==> src/rtl/core/modbus_rtu_read_frame_engine_top_defines.svh <==
// Assertion macros shared by the Modbus RTU read frame engine RTL.
// Every macro expects aclk and aresetn in scope where it is used.
`ifndef MODBUS_RTU_READ_FRAME_ENGINE_TOP_DEFINES_SVH
`define MODBUS_RTU_READ_FRAME_ENGINE_TOP_DEFINES_SVH

// Same-cycle implication, checked outside reset.
`define MBRF_ASSERT_SAME(label, ante, cons) \
    label: assert property (@(posedge aclk) disable iff (!aresetn) (ante) |-> (cons)) \
        else $error("mbrf assertion failed");

// Next-cycle implication, checked outside reset.
`define MBRF_ASSERT_NEXT(label, ante, cons) \
    label: assert property (@(posedge aclk) disable iff (!aresetn) (ante) |=> (cons)) \
        else $error("mbrf assertion failed");

`endif

==> src/rtl/core/mbrf_pkg.sv <==
// Types, constants and the CRC-16/MODBUS byte step for the read frame engine.
// No dependencies; every RTL module file imports this package.
`timescale 1ns / 1ps

package mbrf_pkg;

    localparam int QUEUE_DEPTH = 4;

    localparam logic [15:0] CRC_INIT = 16'hFFFF;
    localparam logic [15:0] CRC_POLY = 16'hA001;

    localparam logic [7:0] QTY_HIGH = 8'h00;
    localparam logic [7:0] QTY_LOW  = 8'h02;

    localparam logic [7:0] SLAVE_ADDRESS_RESET = 8'h01;
    localparam logic [7:0] FUNCTION_CODE_RESET = 8'h04;

    localparam logic CFG_SLAVE_ADDRESS = 1'b0;
    localparam logic CFG_FUNCTION_CODE = 1'b1;

    localparam logic KIND_REQUEST = 1'b0;
    localparam logic KIND_RX_BYTE = 1'b1;

    localparam logic RESULT_TX   = 1'b0;
    localparam logic RESULT_RESP = 1'b1;

    localparam logic [3:0] RX_VALUE_FIRST = 4'd3;
    localparam logic [3:0] RX_CRC_LOW     = 4'd7;

    typedef enum logic {
        ENTRY_REQUEST  = 1'b0,
        ENTRY_RESPONSE = 1'b1
    } entry_kind_t;

    typedef struct packed {
        logic        kind;
        logic [15:0] reg_address;
        logic [7:0]  rx_byte;
    } in_t;

    typedef struct packed {
        logic        result_kind;
        logic [7:0]  tx_byte;
        logic        last_byte;
        logic [31:0] value_bits;
        logic        crc_ok;
    } out_t;

    typedef struct packed {
        entry_kind_t entry_kind;
        logic [7:0]  slave_address;
        logic [7:0]  function_code;
        logic [15:0] reg_address;
        logic [31:0] value_bits;
        logic        crc_ok;
    } entry_t;

    typedef struct packed {
        logic empty;
        logic full;
    } queue_status_t;

    function automatic logic [15:0] crc_byte(input logic [15:0] crc_in, input logic [7:0] b);
        logic [15:0] crc;
        crc = crc_in ^ {8'h00, b};
        for (int k = 0; k < 8; k++) begin
            if (crc[0]) begin
                crc = (crc >> 1) ^ CRC_POLY;
            end else begin
                crc = crc >> 1;
            end
        end
        return crc;
    endfunction

endpackage

==> src/rtl/core/mbrf_fifo.sv <==
// Show-ahead register queue between the front and back of the frame engine.
// Depends on mbrf_pkg and the shared assertion macro header.
`timescale 1ns / 1ps
`include "modbus_rtu_read_frame_engine_top_defines.svh"

module mbrf_fifo #(
    parameter int DEPTH = mbrf_pkg::QUEUE_DEPTH
) (
    input  logic                   aclk,
    input  logic                   aresetn,
    input  logic                   push,
    input  mbrf_pkg::entry_t       push_data,
    input  logic                   pop,
    output mbrf_pkg::entry_t       head_data,
    output mbrf_pkg::queue_status_t status
);
    import mbrf_pkg::*;

    localparam int PTR_W = (DEPTH > 1) ? $clog2(DEPTH) : 1;
    localparam int CNT_W = $clog2(DEPTH + 1);
    localparam logic [PTR_W-1:0] PTR_LAST = PTR_W'(DEPTH - 1);
    localparam logic [CNT_W-1:0] CNT_FULL = CNT_W'(DEPTH);

    entry_t           mem_reg [DEPTH];
    logic [PTR_W-1:0] wr_ptr_reg, wr_ptr_next;
    logic [PTR_W-1:0] rd_ptr_reg, rd_ptr_next;
    logic [CNT_W-1:0] count_reg, count_next;

    assign status.empty = (count_reg == '0);
    assign status.full  = (count_reg == CNT_FULL);
    assign head_data    = mem_reg[rd_ptr_reg];

    always_comb begin
        wr_ptr_next = wr_ptr_reg;
        rd_ptr_next = rd_ptr_reg;
        count_next  = count_reg;
        if (push) begin
            wr_ptr_next = (wr_ptr_reg == PTR_LAST) ? '0 : wr_ptr_reg + 1'b1;
        end
        if (pop) begin
            rd_ptr_next = (rd_ptr_reg == PTR_LAST) ? '0 : rd_ptr_reg + 1'b1;
        end
        if (push && !pop) begin
            count_next = count_reg + 1'b1;
        end else if (pop && !push) begin
            count_next = count_reg - 1'b1;
        end
    end

    always_ff @(posedge aclk) begin
        if (!aresetn) begin
            wr_ptr_reg <= '0;
            rd_ptr_reg <= '0;
            count_reg  <= '0;
        end else begin
            wr_ptr_reg <= wr_ptr_next;
            rd_ptr_reg <= rd_ptr_next;
            count_reg  <= count_next;
        end
    end

    always_ff @(posedge aclk) begin
        if (push) begin
            mem_reg[wr_ptr_reg] <= push_data;
        end
    end

    `MBRF_ASSERT_SAME(a_no_overflow, push && !pop, !status.full)
    `MBRF_ASSERT_SAME(a_no_underflow, pop, !status.empty)

endmodule

==> src/rtl/core/mbrf_front.sv <==
// Front of the frame engine: configuration registers, input acceptance,
// receive CRC/value tracking and queue entry generation. Depends on mbrf_pkg.
`timescale 1ns / 1ps

module mbrf_front (
    input  logic                    aclk,
    input  logic                    aresetn,
    input  logic                    cfg_we,
    input  logic                    cfg_addr,
    input  logic [7:0]              cfg_wdata,
    input  logic                    s_valid,
    output logic                    s_ready,
    input  mbrf_pkg::in_t           s_data,
    input  mbrf_pkg::queue_status_t q_status,
    output logic                    q_push,
    output mbrf_pkg::entry_t        q_data
);
    import mbrf_pkg::*;

    logic [7:0]  slave_address_reg;
    logic [7:0]  function_code_reg;
    logic [3:0]  rx_count_reg, rx_count_next;
    logic [15:0] rx_crc_reg, rx_crc_next;
    logic [31:0] value_shift_reg, value_shift_next;
    logic        crc_low_match_reg, crc_low_match_next;
    logic        accept;

    assign s_ready = !q_status.full;
    assign accept  = s_valid && s_ready;

    always_ff @(posedge aclk) begin
        if (!aresetn) begin
            slave_address_reg <= SLAVE_ADDRESS_RESET;
            function_code_reg <= FUNCTION_CODE_RESET;
        end else if (cfg_we) begin
            case (cfg_addr)
                CFG_SLAVE_ADDRESS: slave_address_reg <= cfg_wdata;
                CFG_FUNCTION_CODE: function_code_reg <= cfg_wdata;
                default: ;
            endcase
        end
    end

    always_comb begin
        rx_count_next      = rx_count_reg;
        rx_crc_next        = rx_crc_reg;
        value_shift_next   = value_shift_reg;
        crc_low_match_next = crc_low_match_reg;
        q_push             = 1'b0;
        q_data.entry_kind    = ENTRY_REQUEST;
        q_data.slave_address = slave_address_reg;
        q_data.function_code = function_code_reg;
        q_data.reg_address   = s_data.reg_address;
        q_data.value_bits    = value_shift_reg;
        q_data.crc_ok        = crc_low_match_reg && (s_data.rx_byte == rx_crc_reg[15:8]);
        if (accept) begin
            if (s_data.kind == KIND_REQUEST) begin
                q_push             = 1'b1;
                rx_count_next      = '0;
                rx_crc_next        = CRC_INIT;
                value_shift_next   = '0;
                crc_low_match_next = 1'b0;
            end else if (rx_count_reg < RX_CRC_LOW) begin
                rx_crc_next   = crc_byte(rx_crc_reg, s_data.rx_byte);
                rx_count_next = rx_count_reg + 1'b1;
                if (rx_count_reg >= RX_VALUE_FIRST) begin
                    value_shift_next = {value_shift_reg[23:0], s_data.rx_byte};
                end
            end else if (rx_count_reg == RX_CRC_LOW) begin
                crc_low_match_next = (s_data.rx_byte == rx_crc_reg[7:0]);
                rx_count_next      = rx_count_reg + 1'b1;
            end else begin
                q_push             = 1'b1;
                q_data.entry_kind  = ENTRY_RESPONSE;
                rx_count_next      = '0;
                rx_crc_next        = CRC_INIT;
                value_shift_next   = '0;
                crc_low_match_next = 1'b0;
            end
        end
    end

    always_ff @(posedge aclk) begin
        if (!aresetn) begin
            rx_count_reg      <= '0;
            rx_crc_reg        <= CRC_INIT;
            value_shift_reg   <= '0;
            crc_low_match_reg <= 1'b0;
        end else begin
            rx_count_reg      <= rx_count_next;
            rx_crc_reg        <= rx_crc_next;
            value_shift_reg   <= value_shift_next;
            crc_low_match_reg <= crc_low_match_next;
        end
    end

endmodule

==> src/rtl/core/mbrf_back.sv <==
// Back of the frame engine: expands queued requests into eight framed bytes
// with a running CRC, passes responses through, owns the output register.
// Depends on mbrf_pkg and the shared assertion macro header.
`timescale 1ns / 1ps
`include "modbus_rtu_read_frame_engine_top_defines.svh"

module mbrf_back (
    input  logic                    aclk,
    input  logic                    aresetn,
    input  mbrf_pkg::entry_t        q_head,
    input  mbrf_pkg::queue_status_t q_status,
    output logic                    q_pop,
    output logic                    m_valid,
    input  logic                    m_ready,
    output mbrf_pkg::out_t          m_data
);
    import mbrf_pkg::*;

    logic [2:0]  idx_reg, idx_next;
    logic [15:0] crc_reg, crc_next;
    logic        m_valid_reg, m_valid_next;
    out_t        m_data_reg, m_data_next;
    logic        load;
    logic [7:0]  tx_sel;
    logic        head_is_req;
    logic        tx_last_out;
    logic        last_load;

    assign load = (!m_valid_reg || m_ready) && !q_status.empty;

    always_comb begin
        case (idx_reg)
            3'd0:    tx_sel = q_head.slave_address;
            3'd1:    tx_sel = q_head.function_code;
            3'd2:    tx_sel = q_head.reg_address[15:8];
            3'd3:    tx_sel = q_head.reg_address[7:0];
            3'd4:    tx_sel = QTY_HIGH;
            3'd5:    tx_sel = QTY_LOW;
            3'd6:    tx_sel = crc_reg[7:0];
            default: tx_sel = crc_reg[15:8];
        endcase
    end

    always_comb begin
        idx_next     = idx_reg;
        crc_next     = crc_reg;
        q_pop        = 1'b0;
        m_valid_next = m_valid_reg && !m_ready;
        m_data_next  = m_data_reg;
        if (load) begin
            m_valid_next = 1'b1;
            if (q_head.entry_kind == ENTRY_RESPONSE) begin
                q_pop                  = 1'b1;
                m_data_next.result_kind = RESULT_RESP;
                m_data_next.tx_byte     = '0;
                m_data_next.last_byte   = 1'b0;
                m_data_next.value_bits  = q_head.value_bits;
                m_data_next.crc_ok      = q_head.crc_ok;
            end else begin
                m_data_next.result_kind = RESULT_TX;
                m_data_next.tx_byte     = tx_sel;
                m_data_next.last_byte   = (idx_reg == 3'd7);
                m_data_next.value_bits  = '0;
                m_data_next.crc_ok      = 1'b0;
                idx_next                = idx_reg + 1'b1;
                if (idx_reg < 3'd6) begin
                    crc_next = crc_byte(crc_reg, tx_sel);
                end
                if (idx_reg == 3'd7) begin
                    q_pop    = 1'b1;
                    crc_next = CRC_INIT;
                end
            end
        end
    end

    always_ff @(posedge aclk) begin
        if (!aresetn) begin
            idx_reg     <= '0;
            crc_reg     <= CRC_INIT;
            m_valid_reg <= 1'b0;
        end else begin
            idx_reg     <= idx_next;
            crc_reg     <= crc_next;
            m_valid_reg <= m_valid_next;
        end
    end

    always_ff @(posedge aclk) begin
        m_data_reg <= m_data_next;
    end

    assign m_valid = m_valid_reg;
    assign m_data  = m_data_reg;

    assign head_is_req = !q_status.empty && q_head.entry_kind == ENTRY_REQUEST;
    assign tx_last_out = m_valid_reg && m_data_reg.last_byte;
    assign last_load   = load && q_head.entry_kind == ENTRY_REQUEST && idx_reg == 3'd7;

    `MBRF_ASSERT_SAME(a_mid_request_head, idx_reg != 3'd0, head_is_req)
    `MBRF_ASSERT_SAME(a_last_is_tx, tx_last_out, m_data_reg.result_kind == RESULT_TX)
    `MBRF_ASSERT_NEXT(a_last_wraps, last_load, idx_reg == 3'd0 && crc_reg == CRC_INIT)

endmodule

==> src/rtl/core/modbus_rtu_read_frame_engine_top.sv <==
// Modbus RTU read frame engine: a request transaction (kind 0) yields eight result
// transactions, the framed read request with CRC-16/MODBUS, low CRC byte first, and
// restarts the receiver; the ninth received-byte transaction (kind 1) of a response
// yields one result with the big-endian value of bytes 3..6 and the CRC match flag.
// Input transactions are taken one per cycle while the QUEUE_DEPTH-entry queue has
// room; the output side delivers one result per cycle while m_ready is high and
// the queue is not empty. Registers slave_address (index 0) and function_code
// (index 1) are written through cfg_we/cfg_addr/cfg_wdata. Depends on mbrf_pkg and
// submodules.
`timescale 1ns / 1ps

module modbus_rtu_read_frame_engine_top #(
    parameter int QUEUE_DEPTH = mbrf_pkg::QUEUE_DEPTH
) (
    input  logic           aclk,
    input  logic           aresetn,
    input  logic           cfg_we,
    input  logic           cfg_addr,
    input  logic [7:0]     cfg_wdata,
    input  logic           s_valid,
    output logic           s_ready,
    input  mbrf_pkg::in_t  s_data,
    output logic           m_valid,
    input  logic           m_ready,
    output mbrf_pkg::out_t m_data
);
    import mbrf_pkg::*;

    entry_t        push_data;
    entry_t        head_data;
    queue_status_t q_status;
    logic          q_push;
    logic          q_pop;

    mbrf_front u_front (
        .aclk      (aclk),
        .aresetn   (aresetn),
        .cfg_we    (cfg_we),
        .cfg_addr  (cfg_addr),
        .cfg_wdata (cfg_wdata),
        .s_valid   (s_valid),
        .s_ready   (s_ready),
        .s_data    (s_data),
        .q_status  (q_status),
        .q_push    (q_push),
        .q_data    (push_data)
    );

    mbrf_fifo #(
        .DEPTH (QUEUE_DEPTH)
    ) u_fifo (
        .aclk      (aclk),
        .aresetn   (aresetn),
        .push      (q_push),
        .push_data (push_data),
        .pop       (q_pop),
        .head_data (head_data),
        .status    (q_status)
    );

    mbrf_back u_back (
        .aclk     (aclk),
        .aresetn  (aresetn),
        .q_head   (head_data),
        .q_status (q_status),
        .q_pop    (q_pop),
        .m_valid  (m_valid),
        .m_ready  (m_ready),
        .m_data   (m_data)
    );

endmodule
==> config.mk <==
export PLATFORM = sky130hd
export DESIGN_NAME = modbus_rtu_read_frame_engine_top
export DESIGN_NICKNAME = d
export VERILOG_FILES = /design/src/rtl/core/mbrf_pkg.sv /design/src/rtl/core/mbrf_fifo.sv /design/src/rtl/core/mbrf_front.sv /design/src/rtl/core/mbrf_back.sv /design/src/rtl/core/modbus_rtu_read_frame_engine_top.sv
export VERILOG_INCLUDE_DIRS = /design/src /design/src/rtl/core
export SDC_FILE = /design/constraint.sdc
export NUM_CORES = 1
export LEC_CHECK = 0
export ABC_AREA = 1
export BUFFER_PORTS_ARGS = -buffer_cell sky130_fd_sc_hd__buf_2
export CORE_ASPECT_RATIO = 1.75
export CORE_MARGIN = 5
export CORE_UTILIZATION = 50
export DETAILED_ROUTE_END_ITERATION = 6
export GPL_TIMING_DRIVEN = 0
export PLACE_DENSITY = 0.67
export SETUP_SLACK_MARGIN = 0.2
export SLEW_MARGIN = 20
export SYNTH_ARGS = -nofsm -noshare
export SYNTH_HDL_FRONTEND = slang
export SYNTH_SLANG_ARGS = --single-unit
==> constraint.sdc <==
create_clock -name aclk -period 6.8 [get_ports aclk]
set_clock_uncertainty 0.05 [all_clocks]
set_input_delay 0.68 -clock aclk [delete_from_list [all_inputs] [get_ports aclk]]
set_output_delay 0.68 -clock aclk [all_outputs]
set_load 0.01 [all_outputs]
==> impl_metrics.py <==
metrics = {
    "cells_and_area": {
        "antenna_cells": 0,
        "synthToLayoutAreaGrowth_pct": 15.7,
        "largest_reg_flops": 264,
        "fillers": 2722,
        "fin_area_um2": 19100,
        "final_cell_mix": "edfxtp_1, nand2_1, nor2_1",
        "layout-drive-gt1-share_pct": 12.4,
        "nets": 1721,
        "final_util_pct": 58.1,
        "stdcell_count": 2100,
        "final_common_cell": "edfxtp_1",
        "multi_input_area_um2": 4480,
        "register_area_um2": 11200,
    },
    "yosys": {
        "ys_warn_count": 0,
        "syn_area_um2": 16500,
        "syn-num-nets": 1586,
        "syn_area_per_cell_um2": 10.8,
        "ys_types": 38,
        "synth-seq-area-share_pct": 67.8,
        "synth_ff_type": "edfxtp_1",
        "synth-async-reset-ratio_pct": 0,
        "netlist_instances": 1530,
        "synth_seq_cells": 405,
        "synth_edf_count": 307,
    },
    "floorplanning": {
        "num_io_pins": 84,
        "core_area_um2": 32800,
        "start_util_pct": 50.2,
        "rows": 88,
        "die_y_um": 250,
        "die_area_um2": 36800,
        "die_w_um": 147,
    },
    "grt": {
        "use_met3_pct": 2.48,
        "grt_pass1_wl_um": 63400,
        "grt_usage_pct": 22.1,
        "grt_pass1_vias": 11900,
        "grtUsageMet2_pct": 40.6,
        "grt_max_degree": 28,
        "use_met1_pct": 23.1,
        "busiest_layer": "met2",
        "antenna_found_initial": 0,
        "grt_overflow": 0,
    },
    "detailed_routing": {
        "wl_per_cell_um": 19.5,
        "drt_pass1_iterations": 6,
        "drt_wl_total_um": 40900,
        "drc": 0,
        "drtAntennaViolNets": 0,
        "drt_iter0_drc": 852,
        "vias_per_cell": 5.56,
        "num_vias": 11700,
    },
    "hold_path": {
        "holdCritPathClass": "in -> reg",
        "hold-path-endpoint": "u_fifo.mem_reg[2][45]",
        "worst_hold_path.num_cells": 1,
        "min_from": "s_data[20]",
    },
    "worst_setup_path": {
        "crit_chain": "inv_2 -> buf_2 -> buf_6 -> a21oi_1 -> a32oi_2 -> inv_1 -> a21oi_1 -> inv_1 -> ha_1 -> inv_1 -> fa_1 -> o21ai_0 -> nor2_1",
        "rr_endpoint": "u_fifo.count_reg[1]",
        "path_max_fanout": 10,
        "crit_arrival_ns": 3.63,
        "cp.required_ns": 7.17,
        "r2r_slack_ns": 3.55,
        "crit_path_start_kind": "flip-flop",
        "reg2reg_depth": 13,
        "end_kind": "flip-flop",
        "path_common_cell": "inv_1",
        "crit_slowest_cell": "a32oi_2",
        "critPathKind": "reg -> reg",
        "cpPeakStageDelay_ns": 0.61,
    },
    "timing": {
        "fin_crit_ns": 3.25,
        "period_share_pct": 47.9,
        "fin_ws_ns": 3.55,
        "final-max-slew-violation-count": 0,
        "hold_viol": 0,
        "fmax_ghz": 0.307,
        "hold_ws_ns": 0.296,
        "slew-limit-headroom_pct": 45.6,
        "setup-violations-final": 0,
        "tightestPinTransition_ns": 0.813,
        "rsz0062_at_grt": "false",
    },
    "cts": {
        "clk_path_buf_depth": 3,
        "cts_tree": "built",
        "clockRootBuffer": "clkbuf_16",
        "numClockSinks": 405,
        "numCtsBuffers": 38,
        "cts.repair.resized": 0,
        "h-tree-depth": 2,
        "cts-hold-fix-buffers": 0,
        "cts_setup_buffers": 0,
        "clock_latency_ns": 0.55,
        "clk_pin_slew_ns": 0.06,
    },
    "power_and_ir_drop": {
        "clkPwrFrac_pct": 29.3,
        "cellPowerDensity_nw_per_um2": 404,
        "intPower_w": 0.00508,
        "power_frac_comb_pct": 29.8,
        "p_sw_share_pct": 34.1,
        "p_sw_w": 0.00263,
        "vdd_drop_max_mv": 0.196,
        "seq_power_share_pct": 40.9,
        "p_leak_nw": 7.62,
    },
    "placed_design": {
        "gp_congestion": 0.905,
        "dp_hpwl_um": 28500,
        "dp_slack_ns": 3.59,
        "port_buffers": 82,
        "dpl_cell_area_um2": 17700,
        "dpl.cell_count": 2030,
    },
    "run_status": {
        "status": "finished, final reports clean",
    },
    "run": {
        "drv_cap": 0,
    },
}
[worst max-delay path: cells and delay by family, from the launching register on]
family | cells | cell delay [ns]
AOI/OAI and AO/OA | 4 | 1.13
buffers and inverters | 6 | 0.91
adders and majority gates | 2 | 0.63
DFF | 1 | 0.36
and+or+nand+nor | 1 | 0.06
[cells by family (layout without fill, tap and decap cells)]
group / after synthesis / after routing / share of synthesized area [%]
adder cells (fa/ha/maj): 17 / 17 / 1.34
XOR/XNOR: 19 / 19 / 1.01
flip-flops: 405 / 405 / 67.8
buffers and inverters: 212 / 377 / 5.23
AND/OR/NAND/NOR: 580 / 580 / 14.1
AO/OA/AOI/OAI: 297 / 297 / 10.5
[how the worst max path moves through the flow]
stage                   start               endpoint  slack [ns]  depth (start not counted)
floorplan             s_valid   u_fifo.mem_reg[0][0]        2.42                          4
finish              flip-flop    u_fifo.count_reg[1]        3.55                         13
CTS                 flip-flop    u_fifo.count_reg[1]        3.55                         13
global placement      s_valid  u_fifo.mem_reg[0][37]       -0.23                          5
global route        flip-flop    u_fifo.count_reg[2]        3.14                         15
detailed placement  flip-flop    u_fifo.count_reg[1]        3.59                         13
[routing by layer]
| metal | wire length, um | share of wire [%] |
|---|---|---|
| met5 | 0 | 0 |
| met3 | 1650 | 4.0 |
| met1 | 14500 | 35 |
| met2 | 21600 | 53 |
| met4 | 3090 | 7.5 |
[synth_stat cells (8+ instances only)]
cell | number | area (um^2)
buf_2 | 18 | 90.1
xnor2_1 | 11 | 96.3
nand3_1 | 71 | 355
o211ai_1 | 10 | 75.1
o21ai_0 | 156 | 781
nand2_1 | 264 | 991
o22ai_1 | 40 | 250
xor2_1 | 8 | 70.1
nand2_2 | 12 | 75.1
edfxtp_1 | 307 | 9220
ha_1 | 16 | 200
dfxtp_1 | 98 | 1960
clkbuf_1 | 46 | 173
nor2_1 | 219 | 822
inv_1 | 133 | 499
a32oi_1 | 32 | 280
a21oi_1 | 43 | 215
[per-stage QoR]
| stage | setup TNS (ns) | total power, W |
|---|---|---|
| floorplan | 0 | 0.00469 |
| global placement | -20.98 | 0.00541 |
| detailed placement | 0 | 0.00549 |
| CTS | 0 | 0.00775 |
| global route | 0 | 0.00812 |
| finish | 0 | 0.00771 |
[area by class of cell]
type                    count  share of cell area [%]
well taps                 405                    2.66
repair buffers             95                    3.59
inverters                 139                    2.75
clock buffers              55                    6.18
flip-flops and latches    405                    58.6
plain buffers              73                    1.77
clock inverters            15                   0.951
multi-input cells         913                    23.5
[power by group through the flow]
stage	registers [W]	clock network [W]	logic, W
6_report	0.00315	0.00226	0.00229
5_1_grt	0.00318	0.00239	0.00255
4_1_cts	0.00315	0.00229	0.00230
3_5_place_dp	0.00320	0	0.00229
3_3_place_gp	0.00323	0	0.00218
2_1_floorplan	0.00328	0	0.00141
Note: power is estimated with default switching activity, not from simulation.
